$ cat config.mk
export PLATFORM = sky130hd
export DESIGN_NAME = mmt_cell
export DESIGN_NICKNAME = d
export VERILOG_FILES = /design/src/mmt_pkg.sv /design/src/mmt_cell.sv
export SDC_FILE = /design/constraint.sdc
export NUM_CORES = 1
export LEC_CHECK = 0
export BUFFER_PORTS_ARGS = -buffer_cell sky130_fd_sc_hd__buf_2
export CORE_MARGIN = 4
export CORE_UTILIZATION = 50
export CTS_CLUSTER_SIZE = 12
export DETAILED_ROUTE_END_ITERATION = 10
export PLACE_DENSITY = 0.7
export SLEW_MARGIN = 20
export SYNTH_ARGS = -nofsm -noshare
export SYNTH_HDL_FRONTEND = slang
export SYNTH_SLANG_ARGS = --single-unit
$ cat constraint.sdc
create_clock -name clk -period 7.2 [get_ports clk]
set_input_delay 0.72 -clock clk [delete_from_list [all_inputs] [get_ports clk]]
set_output_delay 0.72 -clock clk [all_outputs]
set_load 0.02 [all_outputs]
$ cat src/mmt_pkg.sv
// Shared types and constants of the int8 matrix-multiply tile.
`timescale 1ns / 1ps
`default_nettype none
package mmt_pkg;

  localparam int ELEM_W = 8;
  localparam int PROD_W = 16;
  localparam int ACC_W  = 32;
  localparam int IDX_W  = 2;

  typedef logic signed [ELEM_W-1:0] elem_t;
  typedef logic signed [PROD_W-1:0] prod_t;
  typedef logic signed [ACC_W-1:0]  acc_t;
  typedef logic [IDX_W-1:0]         idx_t;

  // Per-cycle control broadcast to every cell.
  typedef struct packed {
    logic step;   // input item accepted
    logic last;   // that item ends the reduction
    logic shift;  // drain chain advances one place
  } cell_ctrl_t;

  // Drain sequencer status.
  typedef struct packed {
    logic valid;  // a sum is at the head of the chain
    logic last;   // head holds the final sum of the tile
    logic idle;   // chain can take a new tile this cycle
  } drain_stat_t;

endpackage
`default_nettype wire

$ cat src/mmt_cell.sv
// One multiply-accumulate cell with its stage of the drain chain.
`timescale 1ns / 1ps
`default_nettype none
module mmt_cell (
  input  wire logic                clk,
  input  wire logic                rst,
  input  wire mmt_pkg::cell_ctrl_t ctrl,
  input  wire mmt_pkg::elem_t      w,
  input  wire mmt_pkg::elem_t      a,
  input  wire mmt_pkg::acc_t       drain_in,
  output      mmt_pkg::acc_t       drain_out
);

  mmt_pkg::prod_t prod;
  mmt_pkg::acc_t  sum;
  mmt_pkg::acc_t  acc;
  mmt_pkg::acc_t  shadow;

  assign prod = w * a;
  assign sum  = acc + mmt_pkg::ACC_W'(prod);

  always_ff @(posedge clk) begin
    if (rst) begin
      acc <= '0;
    end else if (ctrl.step) begin
      acc <= ctrl.last ? '0 : sum;
    end
  end

  // load wins over shift: a new tile enters as the old one leaves
  always_ff @(posedge clk) begin
    if (ctrl.step && ctrl.last) begin
      shadow <= sum;
    end else if (ctrl.shift) begin
      shadow <= drain_in;
    end
  end

  assign drain_out = shadow;

endmodule
`default_nettype wire

### Yosys cells after proc, flatten, opt, wreduce, memory -nomap -nowiden

Index checks and enable logic that the tools add are counted.

* input port bits: 53
* output and inout bits: 32
* logic and storage cells: 9
* register bits: 64

* add/sub/neg operators: 1
* $mul: 1
* mux-type cells: 3
* reduce and logical (&&, ||, !) cells: 2

Operators with widths (number)
* 32-bit two-way mux: 3
* 32-bit by 16-bit adder with 32-bit output: 1
* 8-bit by 8-bit multiplier with 16-bit output: 1
* 2-bit nonzero test: 1
* 1-bit logical AND: 1

### Longest topological paths before layout

* depth after elaboration: 3
* gate-level depth with buffers: 19
* depth with buffers taken out: 18

### Least setup slack after synthesis

Ideal clock, no wire load.

* path kind: input port to flip-flop
* start: in a[0]
* end: reg shadow[25], in the netlist drain_out[25] (data pin)
* arrival: 5.826 ns
* slack: 1.115 ns
* library setup time: 0.260 ns
* stages on the path: 16
* data required time: 6.940 ns
* path buffers: 0
* path through: and2_1 inv_1 fa_1 inv_1 fa_1 fa_1 fa_1 fa_1 ha_1 nand2_1 nor3b_2 o21ai_2 o211ai_2 a31oi_4 xnor2_1 mux2_2

* word-level cells in the longest chain between the ends: 3

RTL lines
* start, declared: RTL line mmt_cell.sv:9 `input wire mmt_pkg::elem_t a,`
* 8-bit by 8-bit multiplier with 16-bit output: RTL line mmt_cell.sv:19 `assign prod = w * a;`
* 32-bit by 16-bit adder with 32-bit output: RTL line mmt_cell.sv:20 `assign sum = acc + mmt_pkg::ACC_W'(prod);`
* 32-bit two-way mux: RTL line mmt_cell.sv:32 `if (ctrl.step && ctrl.last) begin`
* end signal, assigned: RTL line mmt_cell.sv:33 `shadow <= sum;`
* end signal, assigned: RTL line mmt_cell.sv:35 `shadow <= drain_in;`
* end, declared: RTL line mmt_cell.sv:17 `mmt_pkg::acc_t shadow;`

No other way between the ends.
A chain may end at the register's enable or synchronous reset.

### Worst setup path in the final report

* start: in a[2]
* end: reg shadow[31], in the netlist drain_out[31] (data pin)

The elaborated chain is that of the path after synthesis.

==> run_results.csv <==
group,metric,value,unit
clocking,cts_tree,"yes",
place,hpwl,15900,um
synth,syn_nets,1052,
place,gp_congestion,0.899,
synth,yosys.area.top_type,"fa_1",
timing,max_slew.worst_pin.slew,0.950,ns
floorplanning,initial_core_util,50.8,%
critical_path,path_max_fanout,16,
synth,netlist.area_leader.share,33.9,%
min_path,worst_hold_path_type,"flop to flop",
floorplanning,io_pins,85,
floorplanning,die_width,135,um
routing,drtIter0Drc,328,
critical_path,required,7.28,ns
clocking,htreeDepth,3,
timing,rsz0062_at_grt,"false",
min_path,holdCritStartpoint,"acc[3]$_SDFFE_PP0P_",
timing,setup_tns,0,ns
grt,grt_pass1_vias,6327,
routing,routed_via_density,5.34,
critical_path,crit_path_start,"a[2]",
timing,setup_viol,0,
timing,slew_headroom,36.7,%
grt,grt_remaining_overflow,0,
synth,synth_flop_cell,"edfxtp_1",
synth,synth_area_leaders,"fa_1 34%, edfxtp_1 12%, ha_1 11%",
critical_path,cpMaxStageDelayCell,"fa_1",
floorplanning,core-area,15800,um2
finish,nets,1131,
clocking,post_cts_resized,0,
critical_path,cp_top_family,"adder cells",
synth,ys_seq_area_share,19.9,%
run,max_cap_viol_count,0,
critical_path,crit_path_start_kind,"primary input",
grt,gr-usage-all-layers,22.1,%
floorplanning,fp.dieArea,18200,um2
grt,grt_pass1_wl,31900,um
synth,post_synth_instance_area,8040,um2
routing,postRouteAntennaNets,0,
clocking,clk_latency,0.33,ns
place,numPortBuffers,84,
synth,synth_edf_count,32,
finish,final_common_cell,"fa_1",
critical_path,path_cells,"buf_2 > nand2_1 > fa_1 > fa_1 > inv_1 > fa_1 > fa_1 > ha_1 > ha_1 > and3_1 > nand4_1 > a211oi_1 > nor2_1 > xnor2_1 > mux2_2",
clocking,cts_hold_buf,0,
critical_path,critPathCaptureType,"flop",
finish,area_growth,12.1,%
floorplanning,rows,46,
timing,period_minus_slack,5.94,ns
synth,yosysUniqueCellTypes,56,
clocking,path_clk_slew,0.06,ns
timing,fin_crit_sh,82.4,%
grt,grt_max_degree,38,
critical_path,r2r_slack,2.21,ns
critical_path,path_class,"primary input to flop",
timing,maxSlewViolCount,0,
routing,drc,0,
critical_path,crit_buf_inv,2,
synth,ys_ff_latch,64,
synth,synth_cells,793,
routing,wire_per_inst,17.4,um
critical_path,worstReg2RegStart,"acc[6]$_SDFFE_PP0P_",
critical_path,cpMostUsedCell,"fa_1",
finish,layout-drive-gt1-share,14.8,%
critical_path,critical_path_arrival,6.01,ns
synth,ys_async_sr_fraction,0,%
routing,first_pass_iters,5,
routing,totalWireLength,19000,um
synth,syn_avg_cell_area,10.1,um2
floorplanning,die_height,135,um
clocking,clock-sinks,64,
synth,yosys_warnings,0,
finish,final_cell_mix,"136 x fa_1, 98 x nand2_1, 97 x inv_1",
critical_path,max_stage_delay,0.66,ns
clocking,cts_setup_buffers,0,
clocking,numCtsBuffers,9,
timing,max_freq,168,MHz
timing,skew,0.00833,ns
timing,hold_viol_final,0,
clocking,cts_buffer_depth,2,
routing,vias,5847,
run_status,outcome,"complete, no violations",
clocking,cts-root-buf,"clkbuf_16",
grt,grt_antenna_before_repair,1,
registers in the layout, summed over array words and instances (netlist names):
| name | count |
|---|---|
| drain_out | 32 |
| acc | 32 |
metrics by stage:
step / worst slack (ns) / hold slack [ns] / utilization [%] / cell area (um2) / cells
3_3_place_gp: 0.985 / 0.475 / 54.9 / 8680 / 1077
6_report: 1.26 / 0.504 / 56.9 / 9010 / 1094
2_1_floorplan: 1.11 / 0.455 / - / 8040 / 793
3_5_place_dp: 0.902 / 0.491 / 54.9 / 8680 / 1077
4_1_cts: 1.25 / 0.504 / 56.9 / 9000 / 1093
5_1_grt: 0.885 / 0.552 / 56.9 / 9010 / 1094
cell usage after synthesis, drive strengths merged, types with 3 or more instances:
library cell / count
dfxtp: 32
xnor2: 17
edfxtp: 32
o21bai: 4
nor2: 43
clkbuf: 15
a2bb2oi: 3
and2: 36
mux2: 6
mux2i: 6
o2bb2ai: 4
a211oi: 3
a22oi: 8
o211ai: 5
buf: 5
nor3: 6
a21o: 8
nand3: 5
fa: 136
o31ai: 3
a22o: 8
a21oi: 35
inv: 97
and3: 8
xor2: 11
ha: 70
o21ai: 43
nor2b: 9
nand4: 7
nand2: 98
nand2b: 7
tightest hold or removal path: stages, from the launching register on:
cell     delay (ns)
dfxtp_1        0.33
a21oi_1        0.07
nor2_1         0.07
metal layers:
metal | wire (um) | up-vias | share of wire [%] | GRT usage, %
met4 | 578 | 0 | 3.0 | 7.58
met5 | 0 | - | 0 | 0
met3 | 611 | 30 | 3.2 | 2.65
met2 | 9950 | 126 | 52 | 39.8
li1 | - | 2781 | - | -
met1 | 7870 | 2910 | 41 | 27.6
cell type report:
type,count,area (um2)
clock buffer,10,229
antenna,1,2.50
inverter,98,368
sequential,64,1600
clock inverter,6,92.6
multi-input combinational,611,6000
fill,1399,6820
timing repair buffer,88,450
tap,216,270
path summary, 6_finish.rpt:
path | depth (start not counted) | end
worst max-delay path | 15 | drain_out[31]$_DFFE_PP_
worst min-delay path | 2 | acc[3]$_SDFFE_PP0P_
worst max register to register | 17 | drain_out[15]$_DFFE_PP_
worst min register to register | 2 | acc[3]$_SDFFE_PP0P_
cells by family (layout without fill, tap and decap cells):
group	count (synthesis)	in the layout	share of synthesized area, %
multiplexers	12	12	1.59
adder cells (fa/ha/maj)	206	206	44.8
other	0	1	0
AO/OA/AOI/OAI	137	137	11.7
buffers and inverters	118	202	5.59
flip-flops	64	64	19.9
AND/OR/NAND/NOR	228	228	13.4
XOR/XNOR	28	28	3.05
Power is not shown: default switching activity piles up to over one toggle a cycle in this logic, so the estimate is an artifact.
