### src/mmt_pkg.sv
// Shared types and constants of the int8 matrix-multiply tile.
`timescale 1ns / 1ps
`default_nettype none
package mmt_pkg;

  localparam int ELEM_W = 8;
  localparam int PROD_W = 16;
  localparam int ACC_W  = 32;
  localparam int IDX_W  = 2;

  typedef logic signed [ELEM_W-1:0] elem_t;
  typedef logic signed [PROD_W-1:0] prod_t;
  typedef logic signed [ACC_W-1:0]  acc_t;
  typedef logic [IDX_W-1:0]         idx_t;

  // Per-cycle control broadcast to every cell.
  typedef struct packed {
    logic step;   // input item accepted
    logic last;   // that item ends the reduction
    logic shift;  // drain chain advances one place
  } cell_ctrl_t;

  // Drain sequencer status.
  typedef struct packed {
    logic valid;  // a sum is at the head of the chain
    logic last;   // head holds the final sum of the tile
    logic idle;   // chain can take a new tile this cycle
  } drain_stat_t;

endpackage
`default_nettype wire

### src/mmt_drain.sv
// Drain sequencer: counts sums out of the chain and tracks their row and column.
`timescale 1ns / 1ps
`default_nettype none
module mmt_drain #(
  parameter int ROWS = 4,
  parameter int COLS = 4
) (
  input  wire logic                 clk,
  input  wire logic                 rst,
  input  wire logic                 load,
  input  wire logic                 pop,
  output      mmt_pkg::drain_stat_t stat,
  output      mmt_pkg::idx_t        row,
  output      mmt_pkg::idx_t        col
);

  localparam int NUM = ROWS * COLS;
  localparam int CW  = $clog2(NUM + 1);
  localparam int RW  = (ROWS > 1) ? $clog2(ROWS) : 1;
  localparam int LW  = (COLS > 1) ? $clog2(COLS) : 1;

  logic [CW-1:0] cnt;
  logic [RW-1:0] row_idx;
  logic [LW-1:0] col_idx;

  always_ff @(posedge clk) begin
    if (rst) begin
      cnt     <= '0;
      row_idx <= '0;
      col_idx <= '0;
    end else if (load) begin
      cnt     <= CW'(NUM);
      row_idx <= '0;
      col_idx <= '0;
    end else if (pop) begin
      cnt <= cnt - 1'b1;
      if (col_idx == LW'(COLS - 1)) begin
        col_idx <= '0;
        row_idx <= row_idx + 1'b1;
      end else begin
        col_idx <= col_idx + 1'b1;
      end
    end
  end

  assign stat.valid = (cnt != '0);
  assign stat.last  = (cnt == CW'(1));
  assign stat.idle  = (cnt == '0) || ((cnt == CW'(1)) && pop);
  assign row        = mmt_pkg::IDX_W'(row_idx);
  assign col        = mmt_pkg::IDX_W'(col_idx);

  a_cnt_range: assert property (@(posedge clk) disable iff (rst)
    cnt <= CW'(NUM)) else $error("drain count out of range");

  a_last_pos: assert property (@(posedge clk) disable iff (rst)
    stat.last |-> (row_idx == RW'(ROWS - 1)) && (col_idx == LW'(COLS - 1)))
    else $error("final sum not at last row and column");

  a_load_idle: assert property (@(posedge clk) disable iff (rst)
    load |-> stat.idle) else $error("tile loaded over undrained sums");

  a_empty_after: assert property (@(posedge clk) disable iff (rst)
    pop && stat.last && !load |=> !stat.valid)
    else $error("chain not empty after final sum");

endmodule
`default_nettype wire

### config.mk
export PLATFORM = sky130hd
export DESIGN_NAME = mmt_drain
export DESIGN_NICKNAME = d
export VERILOG_FILES = /design/src/mmt_pkg.sv /design/src/mmt_drain.sv
export SDC_FILE = /design/constraint.sdc
export NUM_CORES = 1
export LEC_CHECK = 0
export BUFFER_PORTS_ARGS = -buffer_cell sky130_fd_sc_hd__clkbuf_2
export CELL_PAD_IN_SITES_DETAIL_PLACEMENT = 1
export CELL_PAD_IN_SITES_GLOBAL_PLACEMENT = 2
export CORE_UTILIZATION = 27
export CTS_BUF_LIST = sky130_fd_sc_hd__clkbuf_2
export DETAILED_ROUTE_END_ITERATION = 7
export PLACE_DENSITY = 0.72
export SYNTH_ARGS = -nofsm -noshare
export SYNTH_HDL_FRONTEND = slang
export SYNTH_SLANG_ARGS = --single-unit
### constraint.sdc
create_clock -name clk -period 1.36 [get_ports clk]
set_clock_uncertainty 0.1 [all_clocks]
set_input_delay 0.272 -clock clk [delete_from_list [all_inputs] [get_ports clk]]
set_output_delay 0.272 -clock clk [all_outputs]
set_load 0.02 [all_outputs]
# == After elaboration in Yosys (flattened, before gate mapping) ==
# Cells that the tools add are included.
# totals
ramBits,0
memories,0
latchBits,0
elab_cells,19
mem_bits_ro,0
ff_bits,9
# op_classes
eq_ne,2
n_addsub,3
bitwise_logic,0
mul,0
shifts,0
div_mod_pow,0
reduce_logical,7
mux,3
n_lt_le_gt_ge,0
# op_table
cell,count
$mux W5,2
$eq A5 B1 Y1 const B,1
$logic_not A5 Y1,1
$reduce_bool A5 Y1,1
$sub A5 B1 Y5 const B,1
$add A2 B1 Y2 const B,2
$eq A2 B2 Y1 const B,1
$mux W2,1
$reduce_and A2 Y1,1
$reduce_bool A2 Y1,1
$reduce_or A2 Y1,1
$logic_and A1 B1 Y1,1
$logic_or A1 B1 Y1,1

# == Logic depth before layout (Yosys ltp) ==
# depth
word_depth,3
ltp_mapped,5
depth_no_buf,5

# == Least setup slack after synthesis ==
# Ideal clock, no wire load.
# synth_timing
kind,register to register
from,register cnt[0]
to,register cnt[4]
path_buffers,0
t_arrival_ns,1.181
period_less_slack_ns,1.356
setup_ns,0.074
required_ns,1.186
slack_ns,0.004
path_stages_with_launch,6
path_cell_list,dfxtp_1 inv_1 ha_1 nand2_4 or4_1 a31oi_1
# synth_via
elab_chain_cells,3
# synth_rtl
element,line,rtl
"start, declared",mmt_drain.sv:22,logic [CW-1:0] cnt;
"start signal, assigned",mmt_drain.sv:32,cnt <= CW'(NUM);
"start signal, assigned",mmt_drain.sv:36,cnt <= cnt - 1'b1;
$sub A5 B1 Y5,mmt_drain.sv:36,
$mux W5,mmt_drain.sv:35,end else if (pop) begin
$mux W5,mmt_drain.sv:31,end else if (load) begin
# Every way passes these cells. The select of a mux whose other input is x is not followed.
# A chain may end at the register's enable or synchronous reset.

==> parameters.txt <==
Parameter                              Value

Synthesis
  Number of register bits inferred by synthesis ... 9
  Simple-gate portion of the synthesized area ... 0.226
  Syn Inst Count ... 47
  Multiplexer share of the synthesized area ... 0.0464
  Biggest area contributors in the synthesized netlist ... sky130_fd_sc_hd__dfxtp_1, sky130_fd_sc_hd__ha_1, sky130_fd_sc_hd__nor2_1
  Synth top area share ... 0.417
  Mean post-synth cell area ... 9.18 sq um
  Yosys top cell by area ... sky130_fd_sc_hd__dfxtp_1
  Post-synthesis xor/xnor area fraction ... 0.101
  Combinational family with the most area after synthesis ... simple AND/OR/NAND/NOR gates
  Seq/Total Area, Yosys ... 0.417
  Mapped Area ... between 400 and 500 sq um
  Synthesis warning total ... 0
  Arithmetic-cell share of the synthesized area counting full adders, half adders and majority gates ... 0.0870
  Synth unique cells ... 22
  Synthesized Nets ... 54
  Share of the synthesized area in compound gates (AO/OA/AOI/OAI) ... 0.0609

Setup path
  Critical path's largest stage delay ... about 0.35 ns
  Reg-to-Reg End ... cnt[4]$_SDFFE_PP0P_
  Type of element capturing the critical path ... primary output
  Critical Path RT ... a little under 1 ns
  Reg-to-reg slack, setup ... -0.08 ns
  Critical-path cell list ... nor3_4 -> nor2b_1 -> buf_4
  Arrival time of data at the critical path endpoint ... roughly 1.1 ns
  Type of origin of the critical path ... flip-flop
  Critical path fanouts, max ... 3
  WS Path Type ... flip-flop to primary output
  Reg2Reg Launch Point ... cnt[0]$_SDFFE_PP0P_
  Cells on worst reg2reg path ... 6
  Slowest-stage cell, CP ... sky130_fd_sc_hd__dfxtp_2

Timing
  Worst Setup Slack, final ... -0.119 ns
  Worst hold slack ... roughly 0.083 ns
  RSZ-0062 raised after global routing ... true
  Tmin final ... 1.48 ns
  Actual slew at the worst max-slew pin ... approximately 0.32 ns
  Fraction of the cycle the final worst path needs ... 1.09
  Number of hold-slack violations in the final timing report ... 0
  Setup Total Neg Slack ... -0.359 ns
  Maximum achievable frequency ... between 600 and 700 MHz
  Number of setup violations in the final report ... 4
  Final Slew Violations ... 0
  Worst slew slack as a fraction of its limit ... 0.786

Die
  Std-Cell Core Area ... 1510 sq um
  Number of core rows ... 14
  Chip Height ... 42.0 microns
  Die Span X ... approximately 42 microns
  I/O pins ... 11
  Starting density of the core ... 0.287
  Area of the die ... roughly 1800 sq um

Finish
  Count of antenna diodes in the layout ... 0
  Final-stage net count ... 75
  Area grow syn2layout ... 48.4%
  Top library cells by usage in the layout, fill and taps aside ... sky130_fd_sc_hd__clkbuf_2, sky130_fd_sc_hd__nor2_1, sky130_fd_sc_hd__buf_4, sky130_fd_sc_hd__dfxtp_1
  Commonest non-fill, non-tap cell in the layout ... sky130_fd_sc_hd__clkbuf_2
  Filler cell count in the final layout ... 187
  Fin cells ... 83
  Fraction of final layout cells with drive strength greater than 1 ... 0.522

Drt
  Post-detailed-routing wire length ... between 800 and 900 microns
  Vias per std cell ... around 4.7
  WL/cell ... ~11 microns
  Detailed-routing iteration count for the pre-antenna-repair pass ... 3
  Total number of vias ... just under 400
  Remaining routing DRC violations ... 0
  Number of nets still failing antenna checks after routing ... 0
  Iteration-0 DRC Markers ... 3

Global routing
  First-pass GRT wire length ... ~1500 microns
  Number of global-route vias before repair ... around 340
  Overall track demand over capacity in global routing ... 0.120
  Number of antenna violations at the first check in global routing ... 0
  Remaining Overflow, GRT ... 0
  Pin count of the biggest net entering global routing ... 9

Flow run
  Number of max-cap violations ... 0

Clocking
  Number of CTS-inserted buffers ... 3
  Clock H-tree levels ... 1
  Post-CTS clock slew at the launch and capture registers of the worst setup and hold paths ... ~0.090 ns
  Clock tree from TritonCTS ... built
  Clk Latency, worst-skew pair ... 0.24 ns
  Number of clock sinks seen by CTS ... 9
  Root Driver ... sky130_fd_sc_hd__clkbuf_2
  Max clock buf depth ... 2

Placed design
  Worst Setup Slack post-DPL ... -0.0136 ns
  Placed wire-length estimate ... 630 microns
  Gpl congestion ... 0.713
  Quantity of I/O buffers inserted on ports ... 10
  Number of placed cells counting well taps ... between 70 and 80

Pwr
  Power per standard cell area ... roughly 950 nW/um^2
  P_leak ... approximately 0.29 nW
  IR drop worst, VDD ... roughly 370 uV

Run status
  Outcome ... finished, violations left
  Violated checks ... negative setup slack

Min path
  Min-Delay Endpoint ... cnt[4]$_SDFFE_PP0P_
  Hold-critical path depth ... 2
  Startpoint of the lowest-slack hold path ... rst
  Worst min path class ... input pin to flip-flop
metrics by stage:
step | total power [mW] | util | instance area [sq um]
floorplan | 0.365 | - | 432
finish | 0.608 | 0.425 | 641
global placement | 0.402 | 0.353 | 532
CTS | 0.623 | 0.424 | 638
detailed placement | 0.404 | 0.353 | 532
global route | 0.653 | 0.425 | 641
worst max-delay path by stage:
stage | start | to | slack, ns | cells after the start
detailed placement | cnt[0]$_SDFFE_PP0P_ | cnt[4]$_SDFFE_PP0P_ | -0.01 | 5
global placement | cnt[0]$_SDFFE_PP0P_ | cnt[4]$_SDFFE_PP0P_ | 0.006 | 5
CTS | cnt[0]$_SDFFE_PP0P_ | stat[0] | -0.15 | 5
global route | cnt[0]$_SDFFE_PP0P_ | cnt[4]$_SDFFE_PP0P_ | -0.19 | 7
floorplan | cnt[0]$_SDFFE_PP0P_ | cnt[4]$_SDFFE_PP0P_ | 0.004 | 5
finish | cnt[3]$_SDFFE_PP0P_ | stat[0] | -0.12 | 3
cell type report:
class	count	area, sq um	area share
Multi-Input combinational cell	33	268	0.418
Inverter	3	13.8	0.0215
Clock buffer	4	20.0	0.0313
Tap cell	16	20.0	0.0313
Sequential cell	9	188	0.293
Timing Repair Buffer	18	131	0.205
routing by layer:
layer	global-route usage	up-vias	routed length, microns
met5	0	-	0
met4	0.0581	0	14
met3	0.0517	2	54
met2	0.184	11	420
met1	0.143	178	388
li1	-	196	-
synth_stat cells:
cell type / count
sky130_fd_sc_hd__buf_6: 1
sky130_fd_sc_hd__a211oi_1: 1
sky130_fd_sc_hd__a21oi_1: 1
sky130_fd_sc_hd__nor2_1: 9
sky130_fd_sc_hd__nand2_1: 2
sky130_fd_sc_hd__dfxtp_1: 9
sky130_fd_sc_hd__inv_1: 3
sky130_fd_sc_hd__nor4b_1: 1
sky130_fd_sc_hd__clkbuf_1: 1
sky130_fd_sc_hd__xnor2_1: 2
sky130_fd_sc_hd__nor2b_1: 1
sky130_fd_sc_hd__a31oi_1: 1
sky130_fd_sc_hd__o31ai_1: 1
sky130_fd_sc_hd__nand2_4: 1
sky130_fd_sc_hd__ha_1: 3
sky130_fd_sc_hd__or4_1: 1
sky130_fd_sc_hd__or2_2: 1
sky130_fd_sc_hd__mux2i_1: 2
sky130_fd_sc_hd__xor2_1: 3
sky130_fd_sc_hd__and2_1: 1
sky130_fd_sc_hd__nand3_1: 1
sky130_fd_sc_hd__nor3_1: 1
report_power, final:
group / internal, mW / switching, mW
registers: 0.275 / 0.0120
clock network: 0.0782 / 0.0929
logic: 0.0800 / 0.0696
critical path, delay by kind of cell (launching register included):
kind / cells / cell delay (ns)
AND/OR/NAND/NOR: 2 / 0.36
flip-flops: 1 / 0.35
buffers and inverters: 1 / 0.15
registers in the layout, indices dropped and copies added, names as in the netlist:
register  flops
cnt           5
col           2
row           2
logic make-up after synthesis:
group	Yosys count
compound gates	4
xor+xnor	5
simple gates	19
buf+inv	5
mux	2
fa+ha+maj	3
flops	9
timing repair:
action / 4_1_cts / 5_1_grt
hold buffers: 0 / 0
resized for setup: 20 / 3
pin swaps: 6 / 2
setup buffers: 2 / 0
setup endpoints to repair: 4 / 4
(Power assumes the default switching activity.)
